[config.mk]
export PLATFORM = sky130hd
export DESIGN_NAME = wav_pcm16_stream_parser_flat
export DESIGN_NICKNAME = d
export VERILOG_FILES = /design/src/rtl/wpp_pkg.sv /design/src/rtl/wpp_byte_if.sv /design/src/rtl/wpp_result_if.sv /design/src/rtl/wav_pcm16_stream_parser.sv /design/src/rtl/wpp_parser.sv /design/src/rtl/wpp_out_reg.sv /design/src/flat_wrapper.sv
export SDC_FILE = /design/constraint.sdc
export NUM_CORES = 1
export LEC_CHECK = 0
export BUFFER_PORTS_ARGS = -buffer_cell sky130_fd_sc_hd__buf_4
export CAP_MARGIN = 15
export CORE_MARGIN = 3
export CORE_UTILIZATION = 45
export CTS_CLUSTER_DIAMETER = 120
export DETAILED_ROUTE_END_ITERATION = 10
export GPL_ROUTABILITY_DRIVEN = 1
export SYNTH_ARGS = -nofsm -noshare
export SYNTH_HDL_FRONTEND = slang
export SYNTH_HIERARCHICAL = 1
export SYNTH_SLANG_ARGS = --single-unit
[constraint.sdc]
create_clock -name clk_i -period 3.9 [get_ports clk_i]
set_input_delay 0 -clock clk_i [delete_from_list [all_inputs] [get_ports clk_i]]
set_output_delay 0 -clock clk_i [all_outputs]
set_load 0.01 [all_outputs]
[src/rtl/wpp_pkg.sv]
// ----------------------------------------------------------------------------
// wpp_pkg
// Shared types and constants for the WAV PCM16 stream parser.
// ----------------------------------------------------------------------------
`default_nettype none

package wpp_pkg;

  typedef enum logic [2:0] {
    PH_FILEHDR,
    PH_CKHDR,
    PH_BODY,
    PH_PAD,
    PH_HALT
  } phase_e;

  typedef enum logic [1:0] {
    KIND_OTHER,
    KIND_FMT,
    KIND_DATA
  } chunk_kind_e;

  typedef enum logic [3:0] {
    ST_OK        = 4'd0,
    ST_SMALL     = 4'd1,
    ST_MAGIC     = 4'd2,
    ST_FMT_SHORT = 4'd3,
    ST_NOT_PCM   = 4'd4,
    ST_CHANNELS  = 4'd5,
    ST_BITS      = 4'd6,
    ST_NO_DATA   = 4'd7,
    ST_ODD       = 4'd8
  } status_e;

  localparam logic [31:0] ID_RIFF = 32'h5249_4646;
  localparam logic [31:0] ID_WAVE = 32'h5741_5645;
  localparam logic [31:0] ID_FMT  = 32'h666D_7420;
  localparam logic [31:0] ID_DATA = 32'h6461_7461;

  localparam logic [3:0]  MAGIC_LEN     = 4'd4;
  localparam logic [3:0]  FILE_HDR_LEN  = 4'd12;
  localparam logic [3:0]  CHUNK_ID_LEN  = 4'd4;
  localparam logic [3:0]  CHUNK_HDR_LEN = 4'd8;
  localparam logic [31:0] FMT_MIN_LEN   = 32'd16;
  localparam logic [7:0]  FMT_PCM_CODE  = 8'd1;
  localparam logic [7:0]  FMT_BITS_16   = 8'd16;
  localparam logic [15:0] TAG_MAX       = 16'hFFFF;

  // fmt body offsets of interest
  localparam logic [3:0] OFF_FMT_LO  = 4'd0;
  localparam logic [3:0] OFF_FMT_HI  = 4'd1;
  localparam logic [3:0] OFF_CH_LO   = 4'd2;
  localparam logic [3:0] OFF_CH_HI   = 4'd3;
  localparam logic [3:0] OFF_RATE_0  = 4'd4;
  localparam logic [3:0] OFF_RATE_1  = 4'd5;
  localparam logic [3:0] OFF_RATE_2  = 4'd6;
  localparam logic [3:0] OFF_RATE_3  = 4'd7;
  localparam logic [3:0] OFF_BITS_LO = 4'd14;
  localparam logic [3:0] OFF_BITS_HI = 4'd15;

  typedef struct packed {
    logic [31:0] rate;
    logic [15:0] channels;
    logic        pcm;
    logic        b16;
  } fmt_t;

  typedef struct packed {
    logic        valid;
    logic        empty;
    logic        odd;
    logic [15:0] tag;
  } chosen_t;

  typedef struct packed {
    logic        item_kind;
    logic [15:0] pcm_sample;
    logic [15:0] sample_chunk_tag;
    logic [3:0]  parse_status;
    logic [31:0] sample_rate;
    logic [15:0] channel_count;
    logic [15:0] chosen_chunk_tag;
    logic        last_result;
  } result_t;

endpackage

`default_nettype wire

[src/rtl/wpp_byte_if.sv]
// ----------------------------------------------------------------------------
// wpp_byte_if
// Byte stream channel: one file byte and an end-of-file flag per transfer.
// ----------------------------------------------------------------------------
`default_nettype none

interface wpp_byte_if;
  logic       valid;
  logic       ready;
  logic [7:0] file_byte;
  logic       end_of_file;

  modport source (output valid, output file_byte, output end_of_file, input ready);
  modport sink   (input valid, input file_byte, input end_of_file, output ready);
endinterface

`default_nettype wire

[src/rtl/wpp_result_if.sv]
// ----------------------------------------------------------------------------
// wpp_result_if
// Result channel: a sample or an end-of-file summary per transfer.
// ----------------------------------------------------------------------------
`default_nettype none

interface wpp_result_if;
  logic               valid;
  logic               ready;
  logic               item_kind;
  logic signed [15:0] pcm_sample;
  logic        [15:0] sample_chunk_tag;
  logic        [3:0]  parse_status;
  logic        [31:0] sample_rate;
  logic        [15:0] channel_count;
  logic        [15:0] chosen_chunk_tag;
  logic               last_result;

  modport source (output valid, output item_kind, output pcm_sample,
                  output sample_chunk_tag, output parse_status, output sample_rate,
                  output channel_count, output chosen_chunk_tag, output last_result,
                  input ready);
  modport sink   (input valid, input item_kind, input pcm_sample,
                  input sample_chunk_tag, input parse_status, input sample_rate,
                  input channel_count, input chosen_chunk_tag, input last_result,
                  output ready);
endinterface

`default_nettype wire

[src/rtl/wav_pcm16_stream_parser.sv]
// ----------------------------------------------------------------------------
// wav_pcm16_stream_parser
// Streams a WAV file byte by byte, emits PCM16 samples per data chunk and
// one status summary on the final byte.
// ----------------------------------------------------------------------------
//  channel  dir  carries
//  byte_i   in   file_byte, end_of_file
//  res_o    out  item_kind, pcm_sample, sample_chunk_tag, parse_status,
//                sample_rate, channel_count, chosen_chunk_tag, last_result
//
//  One byte per cycle while byte_i.ready is high; a result appears in the cycle after its byte's transfer.
//  The per-byte update is one pass through the parse state registers.
//  Reset clears all parse state; the end-of-file byte also returns it to reset.
//  byte_i.ready drops only while a held result waits on res_o.ready.
// ----------------------------------------------------------------------------
`default_nettype none

module wav_pcm16_stream_parser (
  input  wire logic    clk_i,
  input  wire logic    rst_ni,
  wpp_byte_if.sink     byte_i,
  wpp_result_if.source res_o
);

  logic             fire;
  logic             load_ready;
  logic             res_valid;
  wpp_pkg::result_t res;

  assign byte_i.ready = load_ready;
  assign fire         = byte_i.valid && load_ready;

  wpp_parser u_parser (
    .clk_i         (clk_i),
    .rst_ni        (rst_ni),
    .fire_i        (fire),
    .file_byte_i   (byte_i.file_byte),
    .end_of_file_i (byte_i.end_of_file),
    .res_valid_o   (res_valid),
    .res_o         (res)
  );

  wpp_out_reg u_out_reg (
    .clk_i        (clk_i),
    .rst_ni       (rst_ni),
    .res_valid_i  (res_valid),
    .res_i        (res),
    .load_ready_o (load_ready),
    .res_o        (res_o)
  );

  a_no_overrun: assert property (@(posedge clk_i) disable iff (!rst_ni)
    res_o.valid && !res_o.ready |-> !byte_i.ready)
    else $error("byte taken while result register is stalled");

  a_kind_last: assert property (@(posedge clk_i) disable iff (!rst_ni)
    res_o.valid |-> res_o.last_result == res_o.item_kind)
    else $error("last_result disagrees with item_kind");

  a_sample_tag: assert property (@(posedge clk_i) disable iff (!rst_ni)
    res_o.valid && !res_o.item_kind |-> res_o.sample_chunk_tag != 16'd0)
    else $error("sample transfer with zero chunk tag");

endmodule

`default_nettype wire

[src/rtl/wpp_parser.sv]
// ----------------------------------------------------------------------------
// wpp_parser
// Parse state registers and the per-byte update: header magic, chunk walk,
// fmt capture and commit, sample assembly and the end-of-file summary.
// ----------------------------------------------------------------------------
`default_nettype none

module wpp_parser (
  input  wire logic            clk_i,
  input  wire logic            rst_ni,
  input  wire logic            fire_i,
  input  wire logic [7:0]      file_byte_i,
  input  wire logic            end_of_file_i,
  output      logic            res_valid_o,
  output      wpp_pkg::result_t res_o
);

  wpp_pkg::phase_e      phase_q, phase_d;
  logic [3:0]           pos_q, pos_d;
  logic [31:0]          id_q, id_d;
  logic [31:0]          size_q, size_d;
  logic [31:0]          left_q, left_d;
  logic [4:0]           off_q, off_d;
  wpp_pkg::chunk_kind_e kind_q, kind_d;
  wpp_pkg::fmt_t        shadow_q, shadow_d;
  wpp_pkg::fmt_t        commit_q, commit_d;
  logic                 hold_vld_q, hold_vld_d;
  logic [7:0]           hold_byte_q, hold_byte_d;
  logic [15:0]          count_q, count_d;
  wpp_pkg::chosen_t     chosen_q, chosen_d;
  wpp_pkg::status_e     err_q, err_d;

  logic                 start_chunk;
  logic                 finish_chunk;
  logic                 have_smp;
  logic [15:0]          smp;
  logic [15:0]          tag;
  wpp_pkg::status_e     status;

  always_comb begin
    phase_d      = phase_q;
    pos_d        = pos_q;
    id_d         = id_q;
    size_d       = size_q;
    left_d       = left_q;
    off_d        = off_q;
    kind_d       = kind_q;
    shadow_d     = shadow_q;
    commit_d     = commit_q;
    hold_vld_d   = hold_vld_q;
    hold_byte_d  = hold_byte_q;
    count_d      = count_q;
    chosen_d     = chosen_q;
    err_d        = err_q;
    start_chunk  = 1'b0;
    finish_chunk = 1'b0;
    have_smp     = 1'b0;
    smp          = '0;
    tag          = '0;
    status       = wpp_pkg::ST_OK;
    res_valid_o  = 1'b0;
    res_o        = '0;

    if (fire_i) begin
      case (phase_q)
        wpp_pkg::PH_FILEHDR: begin
          id_d  = {id_q[23:0], file_byte_i};
          pos_d = pos_q + 4'd1;
          if (pos_d == wpp_pkg::MAGIC_LEN && id_d != wpp_pkg::ID_RIFF) begin
            err_d = wpp_pkg::ST_MAGIC;
          end
          if (pos_d >= wpp_pkg::FILE_HDR_LEN) begin
            if (id_d != wpp_pkg::ID_WAVE) begin
              err_d = wpp_pkg::ST_MAGIC;
            end
            pos_d   = '0;
            phase_d = (err_d != wpp_pkg::ST_OK) ? wpp_pkg::PH_HALT : wpp_pkg::PH_CKHDR;
          end
        end
        wpp_pkg::PH_CKHDR: begin
          if (pos_q < wpp_pkg::CHUNK_ID_LEN) begin
            id_d = {id_q[23:0], file_byte_i};
          end else begin
            size_d = {file_byte_i, size_q[31:8]};
          end
          pos_d = pos_q + 4'd1;
          if (pos_d >= wpp_pkg::CHUNK_HDR_LEN) begin
            pos_d       = '0;
            start_chunk = 1'b1;
          end
        end
        wpp_pkg::PH_BODY: begin
          if (kind_q == wpp_pkg::KIND_FMT && !off_q[4]) begin
            case (off_q[3:0])
              wpp_pkg::OFF_FMT_LO:  shadow_d.pcm = (file_byte_i == wpp_pkg::FMT_PCM_CODE);
              wpp_pkg::OFF_FMT_HI:  if (file_byte_i != 8'd0) shadow_d.pcm = 1'b0;
              wpp_pkg::OFF_CH_LO:   shadow_d.channels[7:0]  = file_byte_i;
              wpp_pkg::OFF_CH_HI:   shadow_d.channels[15:8] = file_byte_i;
              wpp_pkg::OFF_RATE_0:  shadow_d.rate[7:0]      = file_byte_i;
              wpp_pkg::OFF_RATE_1:  shadow_d.rate[15:8]     = file_byte_i;
              wpp_pkg::OFF_RATE_2:  shadow_d.rate[23:16]    = file_byte_i;
              wpp_pkg::OFF_RATE_3:  shadow_d.rate[31:24]    = file_byte_i;
              wpp_pkg::OFF_BITS_LO: shadow_d.b16 = (file_byte_i == wpp_pkg::FMT_BITS_16);
              wpp_pkg::OFF_BITS_HI: if (file_byte_i != 8'd0) shadow_d.b16 = 1'b0;
              default: ;
            endcase
          end else if (kind_q == wpp_pkg::KIND_DATA) begin
            if (hold_vld_q) begin
              smp         = {file_byte_i, hold_byte_q};
              tag         = count_q;
              have_smp    = 1'b1;
              hold_vld_d  = 1'b0;
              hold_byte_d = '0;
            end else begin
              hold_vld_d  = 1'b1;
              hold_byte_d = file_byte_i;
            end
          end
          off_d  = off_q[4] ? off_q : off_q + 5'd1;
          left_d = left_q - 32'd1;
          if (left_d == '0) begin
            finish_chunk = 1'b1;
          end
        end
        wpp_pkg::PH_PAD: phase_d = wpp_pkg::PH_CKHDR;
        default: ;
      endcase

      if (start_chunk) begin
        if (id_d == wpp_pkg::ID_FMT) begin
          kind_d   = wpp_pkg::KIND_FMT;
          shadow_d = '0;
        end else if (id_d == wpp_pkg::ID_DATA) begin
          kind_d      = wpp_pkg::KIND_DATA;
          count_d     = (count_q == wpp_pkg::TAG_MAX) ? count_q : count_q + 16'd1;
          hold_vld_d  = 1'b0;
          hold_byte_d = '0;
        end else begin
          kind_d = wpp_pkg::KIND_OTHER;
        end
        left_d = size_d;
        off_d  = '0;
        if (size_d == '0) begin
          finish_chunk = 1'b1;
        end else begin
          phase_d = wpp_pkg::PH_BODY;
        end
      end

      if (finish_chunk) begin
        if (kind_d == wpp_pkg::KIND_FMT && size_d < wpp_pkg::FMT_MIN_LEN) begin
          err_d   = wpp_pkg::ST_FMT_SHORT;
          phase_d = wpp_pkg::PH_HALT;
        end else begin
          if (kind_d == wpp_pkg::KIND_FMT) begin
            commit_d = shadow_d;
          end else if (kind_d == wpp_pkg::KIND_DATA) begin
            chosen_d.valid = 1'b1;
            chosen_d.tag   = count_d;
            chosen_d.empty = (size_d == '0);
            chosen_d.odd   = size_d[0];
          end
          phase_d = size_d[0] ? wpp_pkg::PH_PAD : wpp_pkg::PH_CKHDR;
        end
      end

      if (phase_d == wpp_pkg::PH_FILEHDR) begin
        status = wpp_pkg::ST_SMALL;
      end else if (err_d != wpp_pkg::ST_OK) begin
        status = err_d;
      end else if (!commit_d.pcm) begin
        status = wpp_pkg::ST_NOT_PCM;
      end else if (commit_d.channels != 16'd1 && commit_d.channels != 16'd2) begin
        status = wpp_pkg::ST_CHANNELS;
      end else if (!commit_d.b16) begin
        status = wpp_pkg::ST_BITS;
      end else if (!chosen_d.valid || chosen_d.empty) begin
        status = wpp_pkg::ST_NO_DATA;
      end else if (chosen_d.odd) begin
        status = wpp_pkg::ST_ODD;
      end

      res_o.pcm_sample       = smp;
      res_o.sample_chunk_tag = tag;
      if (end_of_file_i) begin
        res_valid_o            = 1'b1;
        res_o.item_kind        = 1'b1;
        res_o.parse_status     = status;
        res_o.sample_rate      = commit_d.rate;
        res_o.channel_count    = commit_d.channels;
        res_o.chosen_chunk_tag = chosen_d.valid ? chosen_d.tag : '0;
        res_o.last_result      = 1'b1;

        phase_d     = wpp_pkg::PH_FILEHDR;
        pos_d       = '0;
        id_d        = '0;
        size_d      = '0;
        left_d      = '0;
        off_d       = '0;
        kind_d      = wpp_pkg::KIND_OTHER;
        shadow_d    = '0;
        commit_d    = '0;
        hold_vld_d  = 1'b0;
        hold_byte_d = '0;
        count_d     = '0;
        chosen_d    = '0;
        err_d       = wpp_pkg::ST_OK;
      end else begin
        res_valid_o = have_smp;
      end
    end
  end

  always_ff @(posedge clk_i or negedge rst_ni) begin
    if (!rst_ni) begin
      phase_q     <= wpp_pkg::PH_FILEHDR;
      pos_q       <= '0;
      id_q        <= '0;
      size_q      <= '0;
      left_q      <= '0;
      off_q       <= '0;
      kind_q      <= wpp_pkg::KIND_OTHER;
      shadow_q    <= '0;
      commit_q    <= '0;
      hold_vld_q  <= 1'b0;
      hold_byte_q <= '0;
      count_q     <= '0;
      chosen_q    <= '0;
      err_q       <= wpp_pkg::ST_OK;
    end else begin
      phase_q     <= phase_d;
      pos_q       <= pos_d;
      id_q        <= id_d;
      size_q      <= size_d;
      left_q      <= left_d;
      off_q       <= off_d;
      kind_q      <= kind_d;
      shadow_q    <= shadow_d;
      commit_q    <= commit_d;
      hold_vld_q  <= hold_vld_d;
      hold_byte_q <= hold_byte_d;
      count_q     <= count_d;
      chosen_q    <= chosen_d;
      err_q       <= err_d;
    end
  end

endmodule

`default_nettype wire

[src/rtl/wpp_out_reg.sv]
// ----------------------------------------------------------------------------
// wpp_out_reg
// Result register: holds one result until the sink takes it.
// ----------------------------------------------------------------------------
`default_nettype none

module wpp_out_reg (
  input  wire logic             clk_i,
  input  wire logic             rst_ni,
  input  wire logic             res_valid_i,
  input  wire wpp_pkg::result_t res_i,
  output      logic             load_ready_o,
  wpp_result_if.source          res_o
);

  logic             valid_q;
  wpp_pkg::result_t data_q;

  assign load_ready_o = !valid_q || res_o.ready;

  always_ff @(posedge clk_i or negedge rst_ni) begin
    if (!rst_ni) begin
      valid_q <= 1'b0;
    end else if (load_ready_o) begin
      valid_q <= res_valid_i;
    end
  end

  always_ff @(posedge clk_i) begin
    if (load_ready_o && res_valid_i) begin
      data_q <= res_i;
    end
  end

  assign res_o.valid            = valid_q;
  assign res_o.item_kind        = data_q.item_kind;
  assign res_o.pcm_sample       = $signed(data_q.pcm_sample);
  assign res_o.sample_chunk_tag = data_q.sample_chunk_tag;
  assign res_o.parse_status     = data_q.parse_status;
  assign res_o.sample_rate      = data_q.sample_rate;
  assign res_o.channel_count    = data_q.channel_count;
  assign res_o.chosen_chunk_tag = data_q.chosen_chunk_tag;
  assign res_o.last_result      = data_q.last_result;

endmodule

`default_nettype wire
[src/flat_wrapper.sv]
// flat-port wrapper written by rule: the top's interface ports become plain ports
module wav_pcm16_stream_parser_flat 
  (clk_i, rst_ni, byte_i_valid, byte_i_file_byte, byte_i_end_of_file, byte_i_ready, res_o_valid, res_o_item_kind, res_o_pcm_sample, res_o_sample_chunk_tag, res_o_parse_status, res_o_sample_rate, res_o_channel_count, res_o_chosen_chunk_tag, res_o_last_result, res_o_ready);
  wpp_byte_if byte_i_i ();
  wpp_result_if res_o_i ();
  input  wire logic clk_i;
  input  wire logic rst_ni;
  input wire logic [$bits(byte_i_i.valid)-1:0] byte_i_valid;
  input wire logic [$bits(byte_i_i.file_byte)-1:0] byte_i_file_byte;
  input wire logic [$bits(byte_i_i.end_of_file)-1:0] byte_i_end_of_file;
  output wire logic [$bits(byte_i_i.ready)-1:0] byte_i_ready;
  output wire logic [$bits(res_o_i.valid)-1:0] res_o_valid;
  output wire logic [$bits(res_o_i.item_kind)-1:0] res_o_item_kind;
  output wire logic [$bits(res_o_i.pcm_sample)-1:0] res_o_pcm_sample;
  output wire logic [$bits(res_o_i.sample_chunk_tag)-1:0] res_o_sample_chunk_tag;
  output wire logic [$bits(res_o_i.parse_status)-1:0] res_o_parse_status;
  output wire logic [$bits(res_o_i.sample_rate)-1:0] res_o_sample_rate;
  output wire logic [$bits(res_o_i.channel_count)-1:0] res_o_channel_count;
  output wire logic [$bits(res_o_i.chosen_chunk_tag)-1:0] res_o_chosen_chunk_tag;
  output wire logic [$bits(res_o_i.last_result)-1:0] res_o_last_result;
  input wire logic [$bits(res_o_i.ready)-1:0] res_o_ready;
  assign byte_i_i.valid = byte_i_valid;
  assign byte_i_i.file_byte = byte_i_file_byte;
  assign byte_i_i.end_of_file = byte_i_end_of_file;
  assign byte_i_ready = byte_i_i.ready;
  assign res_o_valid = res_o_i.valid;
  assign res_o_item_kind = res_o_i.item_kind;
  assign res_o_pcm_sample = res_o_i.pcm_sample;
  assign res_o_sample_chunk_tag = res_o_i.sample_chunk_tag;
  assign res_o_parse_status = res_o_i.parse_status;
  assign res_o_sample_rate = res_o_i.sample_rate;
  assign res_o_channel_count = res_o_i.channel_count;
  assign res_o_chosen_chunk_tag = res_o_i.chosen_chunk_tag;
  assign res_o_last_result = res_o_i.last_result;
  assign res_o_i.ready = res_o_ready;
  wav_pcm16_stream_parser u_core (.clk_i(clk_i), .rst_ni(rst_ni), .byte_i(byte_i_i), .res_o(res_o_i));
endmodule
==> key figures, run 1 <==
Finish
  – Multi-input logic area: ~8400 um2
  – Commonest non-fill, non-tap cell in the layout: dfrtp_1
  – Final nets: around 2000
  – Post-layout util: 0.541
  – Most frequent cells in the layout: dfrtp_1, nor2_1, buf_4
  – Register area: about 9500 um2
  – Area grow syn2layout: 17.2%
  – Filler cell count: 3612
  – Share of layout cells above drive strength 1: 0.174

Floorplanning
  – Die width: approximately 210 um
  – # rows: 73
  – Core Region: about 40000 um2
  – Die area: 43800 um2
  – Starting Density: 0.461
  – Die H: 209 um
  – Io pins: 117

Placed design
  – DP HPWL: roughly 36000 um
  – IO buf count: 116
  – Final GP Congestion: 0.914

Synth
  – Largest family of logic cells by synthesized area: compound AO/OA/AOI/OAI gates
  – EDFF count, synth: 102
  – Synthesized netlist net count: 1904
  – Post-Synth Adder-Cell Area: 0.00673
  – Multiplexer area fraction after synthesis: 0.0419
  – Simple-Gate Fraction of Synth Area: 0.178
  – FF+latch count, synth: 361
  – Mean post-synth cell area: 9.88 um2
  – Post-synthesis sequential area ratio: 0.513
  – Yosys top cell by area: dfrtp_1
  – Share of the synthesized area in the top cell type: 0.349
  – Syn Inst Count: around 1900
  – Synth Area in Compound Gates: 0.213
  – Post-Synth XOR/XNOR Area: 0.00942
  – Distinct cells, synth: 90
  – YS warnings: 6
  – Post-synthesis cell area: 18600 um2
  – Synth area leaders: dfrtp_1, edfxtp_1, o2bb2ai_1
  – Asr flop ratio synth: 0.717
  – Top_reg_cell synth: dfrtp_1

Critical path
  – Crit path DAT: roughly 4.0 ns
  – Crit. End Element: register
  – Crit Path Class: reg2reg
  – Nature of the critical path startpoint: register
  – Crit Reg-Reg Startpoint: u_core/u_parser/left_q[18]
  – Critical Path RT: 4.19 ns
  – Critical Path Source: u_core/u_parser/left_q[18]
  – Crit-path max FO: 25

Power and ir drop
  – Switching power of the nets: around 3500 uW
  – Flop pwr share: 0.403
  – PwrDens: 512 nW/um2
  – Clock Power Share: 0.368
  – Largest vdd supply drop: approximately 460 uV
  – Logic gate share of total power: 0.230
  – Leakage power: around 0.0086 uW
  – Int Power: 7690 uW
  – Sw frac: 0.312

Detailed routing
  – Met2 Wirelength: 25100 um
  – WL met1: 25000 um
  – ANT nets after route: 0
  – Wire per inst: 21.5 um
  – DR pass1 iterations: 5
  – Top routing layer in use: met4
  – Post-Route WL: 54700 um
  – Met3 wire len: 2910 um
  – Vias per inst: 6.03
  – DRC viols: 0
  – Routed vias: roughly 15000
  – Initial DRC Count: 1225

Clock network
  – Clk_lat worst skew: 0.58 ns
  – CTS H-tree lvls: 2
  – Clock Sink Count: 361
  – Clock buffer depth: 3
  – Root Driver: clkbuf_16
  – Clock transition at path regs: 0.06 ns
  – CTS tree: built
  – Inserted Clock Buffers: 42
  – Post-CTS Repair Setup Buffers: 0

Status
  – Status: complete, no violations

STA
  – Crit share post-route: 0.953
  – Pins over their slew limit: 0
  – Clock skew: 0.0289 ns
  – Sum Neg Setup Slack: 0 ns
  – RSZ-0062 raised after global routing: no
  – Worst rel slew slack: 0.366
  – Max Clk Rate: ~0.27 GHz
  – Final Setup Violations: 0
  – Fin. Hold Viols: 0
  – Worst Tran Pin Value: 0.951 ns
  – Tmin final: 3.72 ns

GRT
  – Initial antenna violation count: 1
  – Largest net degree at the start of global routing: around 110
  – First-pass GRT wire length: slightly below 90000 um
  – Vias in the first global route: 14800
  – GR Overflow Total: 0
  – Total track usage: 0.247

Hold path
  – HP Class: in2reg
  – Min-delay src: byte_i_file_byte[1]

Flow run
  – Max_cap viols: 0
worst max-delay path, stage by stage (launching register included):
cell and delay, ns:
dfrtp_1 0.43, or4_1 0.59, buf_4 0.19, nor4_1 0.40, nor3b_1 0.26, a211oi_1 0.07, and4_1 0.29, o211a_1 0.32
buf_12 0.18, o21ai_2 0.54, nor2_1 0.14
state kept, by name (all words and copies together), names as in the netlist, 5 cells and up:
register                                 cells
u_core/u_out_reg/res_o.sample_chunk_tag     16
u_core/u_out_reg/res_o.sample_rate          32
u_core/u_parser/shadow_q                    50
u_core/u_parser/size_q                      32
u_core/u_parser/id_q                        32
u_core/u_out_reg/res_o.pcm_sample           16
u_core/u_parser/commit_q                    50
u_core/u_out_reg/res_o.channel_count        16
u_core/u_parser/left_q                      32
u_core/u_parser/count_q                     16
u_core/u_parser/chosen_q                    19
u_core/u_parser/off_q                        5
u_core/u_out_reg/res_o.chosen_chunk_tag     16
u_core/u_parser/hold_byte_q                  8
power by group through the flow:
stage | combinational [uW] | clock, uW | sequential (uW)
floorplan | 1720 | 0 | 4460
global placement | 2500 | 0 | 4540
detailed placement | 2510 | 0 | 4560
CTS | 2530 | 4190 | 4490
global route | 2840 | 4340 | 4540
finish | 2560 | 4110 | 4500
metal layers:
| metal | GRT usage | vias to the layer above |
|---|---|---|
| li1 | - | 7180 |
| met1 | 0.363 | 7626 |
| met2 | 0.377 | 459 |
| met3 | 0.0329 | 92 |
| met4 | 0.0873 | 0 |
| met5 | 0 | - |
through the flow:
stage               setup WS [ns]  cell area [um2]  total power [uW]  hold WS [ns]  instances
floorplan                   0.620            18600              6170        -0.296       1881
global placement            0.309            20300              7050         0.155       2462
detailed placement          0.237            20300              7070         0.168       2462
CTS                         0.232            21800             11200        0.0422       2546
global route              0.00384            21800             11700        0.0767       2547
finish                      0.185            21800             11200        0.0654       2548
cells by family after synthesis:
logic type,after synthesis
adder cells (fa/ha/maj),10
AND/OR/NAND/NOR,653
flip-flops,361
XOR/XNOR,20
buffers and inverters,176
AO/OA/AOI/OAI,588
multiplexers,73
synthesized netlist by cell type (6+ instances only):
| master | count |
|---|---|
| a21boi_0 | 8 |
| a21oi_1 | 153 |
| a21oi_2 | 9 |
| a22o_1 | 29 |
| a22oi_1 | 33 |
| a31oi_1 | 19 |
| and2_1 | 40 |
| and3_1 | 11 |
| and4_1 | 8 |
| buf_2 | 18 |
| clkbuf_1 | 113 |
| dfrtp_1 | 259 |
| edfxtp_1 | 102 |
| ha_1 | 10 |
| inv_1 | 40 |
| mux2_2 | 35 |
| mux2i_1 | 36 |
| nand2_1 | 172 |
| nand2b_1 | 8 |
| nand3_1 | 21 |
| nand4_1 | 21 |
| nor2_1 | 203 |
| nor2b_1 | 9 |
| nor3_1 | 47 |
| nor3b_1 | 17 |
| nor4_1 | 27 |
| o21ai_0 | 110 |
| o21ai_1 | 29 |
| o22ai_1 | 12 |
| o22ai_2 | 9 |
| o2bb2ai_1 | 133 |
| or2_2 | 6 |
| or3_1 | 8 |
| or4_1 | 10 |
| xnor2_1 | 13 |
| xor2_1 | 7 |
final cells by class:
cell class,instances,area share
Clock buffer,51,0.0517
Multi-Input combinational cell,1344,0.384
Clock inverter,25,0.0145
Antenna cell,1,0.000115
Sequential cell,361,0.438
Tap cell,525,0.0301
Timing Repair Buffer,201,0.0745
Inverter,40,0.00701
worst paths after layout:
kind	endpoint	slack, ns	cells after the start
min reg2reg	u_core/u_parser/commit_q[42]	0.48	2
max reg2reg	u_core/u_out_reg/res_o.chosen_chunk_tag[3]	0.18	10
max	u_core/u_out_reg/res_o.chosen_chunk_tag[3]	0.18	10
max in group asynchronous	u_core/u_parser/left_q[6]	2.77	3
min in group asynchronous	u_core/u_parser/size_q[23]	0.11	2
min	u_core/u_parser/size_q[25]	0.07	3
repair_timing:
| item | CTS | global route |
|---|---|---|
| endpoints found under the setup margin | 0 | 82 |
| hold endpoints to repair | 134 | 0 |
| resized for setup | 0 | 2 |
| hold buffers | 8 | 0 |
(Power assumes the default switching activity.)
==> run 2: changes to the inputs <==
--- a/config.mk
+++ b/config.mk
@@ -5,7 +5,7 @@
 export SDC_FILE = /design/constraint.sdc
 export NUM_CORES = 1
 export LEC_CHECK = 0
-export BUFFER_PORTS_ARGS = -buffer_cell sky130_fd_sc_hd__buf_4
+export BUFFER_PORTS_ARGS = -buffer_cell sky130_fd_sc_hd__buf_2
 export CAP_MARGIN = 15
 export CORE_MARGIN = 3
 export CORE_UTILIZATION = 45
==> run 2 against run 1 <==
  * Combinational power barely moved
  * Sequential power barely moved
  * Fmax increased by 0.23%
  * Via count rose by 0.52%
  * Critical path type unchanged
  * Highest routed layer unchanged
==> key figures, run 2 (synthesis gave the netlist of run 1 again) <==
Floorplanning
  – Core Region: 40300 um2 (unchanged)
  – Die width: 209 um (unchanged)
  – Io pins: 117 (unchanged)
  – Starting Density: 0.461 (unchanged)
  – Die H: 209 um (unchanged)
  – # rows: 73 (unchanged)
  – Die area: 43800 um2 (unchanged)

Detailed routing
  – Wire per inst: 21.4 um (-0.11%)
  – Routed vias: 15400 (+0.52%)
  – DR pass1 iterations: 7 (+2)
  – Met3 wire len: 3100 um (+6.7%)
  – Top routing layer in use: met4
  – DRC viols: 0 (unchanged)
  – Met2 Wirelength: 25500 um (+1.7%)
  – Initial DRC Count: 1450 (+18%)
  – Post-Route WL: 54800 um (+0.13%)
  – ANT nets after route: 0 (unchanged)
  – WL met1: 25100 um (+0.34%)
  – Vias per inst: 6.04 (+0.28%)

Finish
  – Share of layout cells above drive strength 1: 0.178 (+0.00433)
  – Top flop regs: u_core/u_parser/commit_q: 50 flops, u_core/u_parser/shadow_q: 50 flops
  – Fin area: 21500 um2 (-1.1%)
  – Final nets: 2018 (+0.25%)
  – Post-Layout Cell Count: 2554 (+0.24%)
  – Ant. Diodes: 0 (-1)
  – Area grow syn2layout: 15.9%
  – Post-layout util: 0.535 (-0.00612)
  – Most frequent cells in the layout: dfrtp_1, nor2_1, nand2_1
  – Commonest non-fill, non-tap cell in the layout: dfrtp_1

Clock network
  – CTS tree: built
  – Clock Sink Count: 361 (unchanged)
  – Inserted Clock Buffers: 43 (+2.4%)
  – Clk_lat worst skew: 0.57 ns (about the same)
  – Clock buffer depth: 3 (unchanged)
  – CTS H-tree lvls: 2 (unchanged)
  – Clock transition at path regs: 0.06 ns (about the same)
  – Post-CTS Repair Setup Buffers: 0 (unchanged)
  – Root Driver: clkbuf_16

Flow run
  – Max_cap viols: 0 (unchanged)

STA
  – Hold_ws: 0.0265 ns (-0.0389 ns)
  – RSZ-0062 raised after global routing: no
  – Pins over their slew limit: 0 (unchanged)
  – Final Setup Violations: 0 (unchanged)
  – Max Clk Rate: 0.270 GHz (+0.23%)
  – Tmin final: 3.71 ns (-0.00858 ns)
  – Sum Neg Setup Slack: 0 ns (unchanged)
  – Fin. Hold Viols: 0 (unchanged)
  – Worst rel slew slack: 0.264 (-0.102)
  – Crit share post-route: 0.950 (-0.00220)
  – Worst Tran Pin Value: 1.10 ns (+0.145 ns)
  – Clock skew: 0.0203 ns (-0.00856 ns)

Critical path
  – Critical path buffers and inverters: 0 (-2)
  – Crit-path slowest cell: or4_1
  – Worst-path cell chain: or4_1 -> or2_1 -> or4_1 -> a221oi_1 -> and4_1 -> nand3_4 -> mux2i_2 -> o21ai_1 -> a211oi_1
  – CP peak stage delay: 0.65 ns (+0.06 ns)
  – Critical Path RT: 4.26 ns (+0.07 ns)
  – Nature of the critical path startpoint: register
  – R2r setup slk: 0.19 ns (about the same)
  – CP delay by family, top: simple AND/OR/NAND/NOR gates
  – Crit path DAT: 4.06 ns (+0.06 ns)
  – Crit. End Element: register
  – Crit-path max FO: 9 (-64%)
  – Crit Path Class: reg2reg
  – Most frequent CP cell: or4_1

Placed design
  – Cell count after placement: 2469 (+0.28%)
  – Final GP Congestion: 0.945 (+3.3%)
  – DP HPWL: 36000 um (+0.67%)
  – IO buf count: 116 (unchanged)
  – Placement Cell Area: 20000 um2 (-1.3%)

Hold path
  – HP Class: in2reg

Status
  – Status: complete, no violations

GRT
  – GR Overflow Total: 0 (unchanged)
  – Vias in the first global route: 14900 (+0.82%)
  – First-pass GRT wire length: 87100 um (about the same)
  – Initial antenna violation count: 0 (-1)
  – Largest net degree at the start of global routing: 123 (+9.8%)
  – Total track usage: 0.246 (-0.000723)

Power and ir drop
  – PwrDens: 521 nW/um2 (+1.7%)
  – Leakage power: 0.00855 uW (-1.1%)
  – Largest vdd supply drop: 521 uV (+14%)
[run 2: stage by stage]
| step | power, uW | worst slack (ns) |
|---|---|---|
| global route | 11800 | 0.0118 |
| detailed placement | 7050 | 0.203 |
| floorplan | 6170 | 0.620 |
| CTS | 11300 | 0.162 |
| global placement | 7010 | 0.224 |
| finish | 11200 | 0.193 |
[run 2: worst register-to-register path: cells and delay by family, from the launching register on]
| family | cells | cell delay (ns) |
|---|---|---|
| multiplexers | 1 | 0.33 |
| AND/OR/NAND/NOR | 5 | 1.96 |
| flip-flops | 1 | 0.42 |
| AO/OA/AOI/OAI | 3 | 0.78 |
[run 2: per-layer routing]
metal  global-route usage  vias up
met5                    0        -
met3               0.0365       70
met2                0.385      497
li1                     -     7178
met4               0.0596        0
met1                0.363     7692
[run 2: timing repair]
item | CTS | global route
hold buffers | 6 | 0
setup endpoints to repair | 0 | 2
endpoints found under the hold margin | 145 | 0
gates resized for setup | 0 | 5
[run 2: worst paths after layout]
kind,start,end,cells past startpoint
setup / recovery,u_core/u_parser/left_q[19],u_core/u_out_reg/res_o.parse_status[1],9
hold / removal,byte_i_file_byte[6],u_core/u_parser/size_q[30],3
setup reg to reg,u_core/u_parser/left_q[19],u_core/u_out_reg/res_o.parse_status[1],9
hold reg to reg,u_core/u_parser/commit_q[30],u_core/u_parser/commit_q[30],2
max in group asynchronous,rst_ni,u_core/u_parser/chosen_q[6],3
min in group asynchronous,rst_ni,u_core/u_parser/id_q[7],2
[run 2: where the power goes]
| group | switching, uW | internal [uW] |
|---|---|---|
| sequential | 309 | 4170 |
| clock | 1650 | 2540 |
| combinational | 1550 | 1010 |
[run 2: cell type report]
cell class | instances | area (um2)
Sequential cell | 361 | 9540
Timing Repair Buffer | 205 | 1340
Clock buffer | 52 | 1130
Clock inverter | 27 | 339
Inverter | 40 | 153
Tap cell | 525 | 657
Fill cell | 3590 | 18700
Multi-Input combinational cell | 1344 | 8380
==> run 3: changes to the inputs <==
--- a/config.mk
+++ b/config.mk
@@ -12,6 +12,7 @@
 export CTS_CLUSTER_DIAMETER = 120
 export DETAILED_ROUTE_END_ITERATION = 10
 export GPL_ROUTABILITY_DRIVEN = 1
+export REMOVE_ABC_BUFFERS = 1
 export SYNTH_ARGS = -nofsm -noshare
 export SYNTH_HDL_FRONTEND = slang
 export SYNTH_HIERARCHICAL = 1
==> run 3 against run 2 <==
  * The run now ends with hold timing left
  * Die area stayed put
  * Wire length decreased by 1.2%
  * Register-to-register slack hardly changed
  * Count of clock-buffer cells in the layout is 2 lower
  * Global-route usage shrank 0.30 points
  * Core utilization decreased by 0.61 points
  * Non-clock buffer count decreased by 9
  * Fmax up 0.11%
  * Critical path depth up 1
  * Sequential share of layout area up 0.51 points
  * Via count shrank 0.15%
  * Cell count is 0.59% lower
==> key figures, run 3 (synthesis gave the netlist of run 1 again) <==
STA
  – Max Clk Rate: 0.270 GHz (+0.11%)
  – RSZ-0062 raised after global routing: no
  – Pins over their slew limit: 0 (unchanged)
  – Tmin final: 3.70 ns (-0.00390 ns)
  – Fin. Hold Viols: 2 (+2)
  – Hold_ws: -0.00443 ns (-0.0309 ns)
  – Worst setup margin: 0.197 ns (+0.00390 ns)
  – Worst rel slew slack: 0.280 (+0.0153)
  – Final Setup Violations: 0 (unchanged)
  – Crit share post-route: 0.949 (-0.00100)
  – Clock skew: 0.0117 ns (-0.00862 ns)
  – Worst Tran Pin Value: 1.07 ns (-0.0228 ns)

Power and ir drop
  – Total power: 10900 uW (-3.3%)
  – Leakage power: 0.00842 uW (-1.6%)
  – Largest vdd supply drop: 345 uV (-34%)
  – PwrDens: 510 nW/um2 (-2.1%)

GRT
  – GR Overflow Total: 0 (unchanged)
  – Initial antenna violation count: 0 (unchanged)
  – Vias in the first global route: 14800 (-1.0%)
  – First-pass GRT wire length: 86200 um (-1.0%)
  – Largest net degree at the start of global routing: 121 (-1.6%)
  – Total track usage: 0.244 (-0.00296)

Placed design
  – Pre-CTS setup slack: 0.0704 ns (-0.132 ns)
  – IO buf count: 116 (unchanged)
  – Final GP Congestion: 0.907 (-4.0%)
  – Cell count after placement: 2458 (-0.45%)
  – DP HPWL: 35000 um (-2.9%)

Floorplanning
  – Starting Density: 0.461 (unchanged)
  – Core Region: 40300 um2 (unchanged)
  – Io pins: 117 (unchanged)
  – Die area: 43800 um2 (unchanged)
  – # rows: 73 (unchanged)
  – Die H: 209 um (unchanged)
  – Die width: 209 um (unchanged)

Flow run
  – Max_cap viols: 0 (unchanged)

Detailed routing
  – Routed vias: 15400 (-0.15%)
  – ANT nets after route: 0 (unchanged)
  – Vias per inst: 6.07 (+0.44%)
  – Post-Route WL: 54100 um (-1.2%)
  – DRC viols: 0 (unchanged)
  – DR pass1 iterations: 6 (-1)
  – Initial DRC Count: 1380 (-4.8%)
  – Wire per inst: 21.3 um (-0.66%)

Clock network
  – Clock Sink Count: 361 (unchanged)
  – Clk_lat worst skew: 0.56 ns (about the same)
  – Root Driver: clkbuf_16
  – Clock buffer depth: 3 (unchanged)
  – CTS H-tree lvls: 2 (unchanged)
  – CTS tree: built
  – Clock transition at path regs: 0.06 ns (about the same)
  – Inserted Clock Buffers: 40 (-7.0%)

Critical path
  – Crit path DAT: 4.17 ns (+0.11 ns)
  – Critical Path RT: 4.37 ns (+0.11 ns)
  – Crit-path max FO: 13 (+4)
  – Nature of the critical path startpoint: register
  – Crit Path Class: reg2reg
  – Crit. End Element: register

Finish
  – Area grow syn2layout: 14.6%
  – Most frequent cells in the layout: dfrtp_1, nor2_1, nand2_1
  – Top flop regs: u_core/u_parser/commit_q: 50 flops, u_core/u_parser/shadow_q: 50 flops
  – Share of layout cells above drive strength 1: 0.172 (-0.00563)
  – Post-Layout Cell Count: 2539 (-0.59%)
  – Post-layout util: 0.529 (-0.00609)
  – Ant. Diodes: 0 (unchanged)
  – Final nets: 2006 (-0.59%)
  – Commonest non-fill, non-tap cell in the layout: dfrtp_1

Status
  – Status: finished with violations
  – Failing checks: hold timing

Hold path
  – HP Class: in2async
## run 3: cell types whose count changed in the layout (fill, tap and decap cells not counted), moves of 2 or more
cell / previous run / this run
bufinv_16: 7 / 3
clkinv_8: 2 / 0
inv_6: 0 / 2
buf_4: 78 / 67
mux2i_1: 34 / 36
dlygate4sd3_1: 6 / 8
mux2i_2: 3 / 1
clkbuf_16: 43 / 41
## run 3: routing by layer
layer  wire (um)  track usage  share of wire
met1       24500        0.358           0.45
met2       23900        0.361           0.44
met3        3840       0.0441          0.071
met4        1850       0.0873          0.034
met5           0            0              0
## run 3: worst max-delay path, stage by stage (launching register included)
cell      delay (ns)
dfrtp_1         0.46
or4_1           0.63
or2_1           0.28
or4_1           0.48
a221oi_2        0.30
and4_2          0.35
o211a_2         0.31
buf_4           0.24
and2_4          0.32
a21oi_1         0.11
o22ai_1         0.12
## run 3: layout make-up
type,instances,area [um2]
multi-input combinational,1344,8390
inverter,40,153
clock buffer,50,1080
tap,525,657
timing repair buffer,196,1280
clock inverter,23,199
sequential,361,9540
fill,3676,19000
## run 3: through the flow
stage | cell area [um2] | TNS [ns]
after floorplan | 18000 | -402.56
after global placement | 19900 | 0
after detailed placement | 19900 | 0
after CTS | 21300 | 0
after global routing | 21300 | 0
final | 21300 | 0
## run 3: where the power goes
part / switching [uW] / internal (uW)
Combinational: 1550 / 1050
Clock: 1580 / 2170
Sequential: 329 / 4170
Total: 3470 / 7390
## run 3: path summary, 6_finish.rpt
| path | startpoint | slack, ns | cells past startpoint | end |
|---|---|---|---|---|
| worst max-delay path | u_core/u_parser/left_q[17] | 0.20 | 10 | u_core/u_parser/chosen_q[6] |
| worst min-delay path | rst_ni | -0.004 | 2 | u_core/u_parser/shadow_q[25] |
| worst max register to register | u_core/u_parser/left_q[17] | 0.20 | 10 | u_core/u_parser/chosen_q[6] |
| worst min register to register | u_core/u_parser/commit_q[18] | 0.48 | 2 | u_core/u_parser/commit_q[18] |
| max in group asynchronous | rst_ni | 2.91 | 3 | u_core/u_parser/left_q[6] |
| min in group clk_i | byte_i_file_byte[1] | 0.08 | 3 | u_core/u_parser/size_q[25] |
## run 3: what timing repair did
item / CTS / global route
setup buffers: 0 / 0
resized for setup: 0 / 8
setup endpoints to repair: 0 / 87
hold endpoints to repair: 109 / 0
hold buffers: 8 / 0
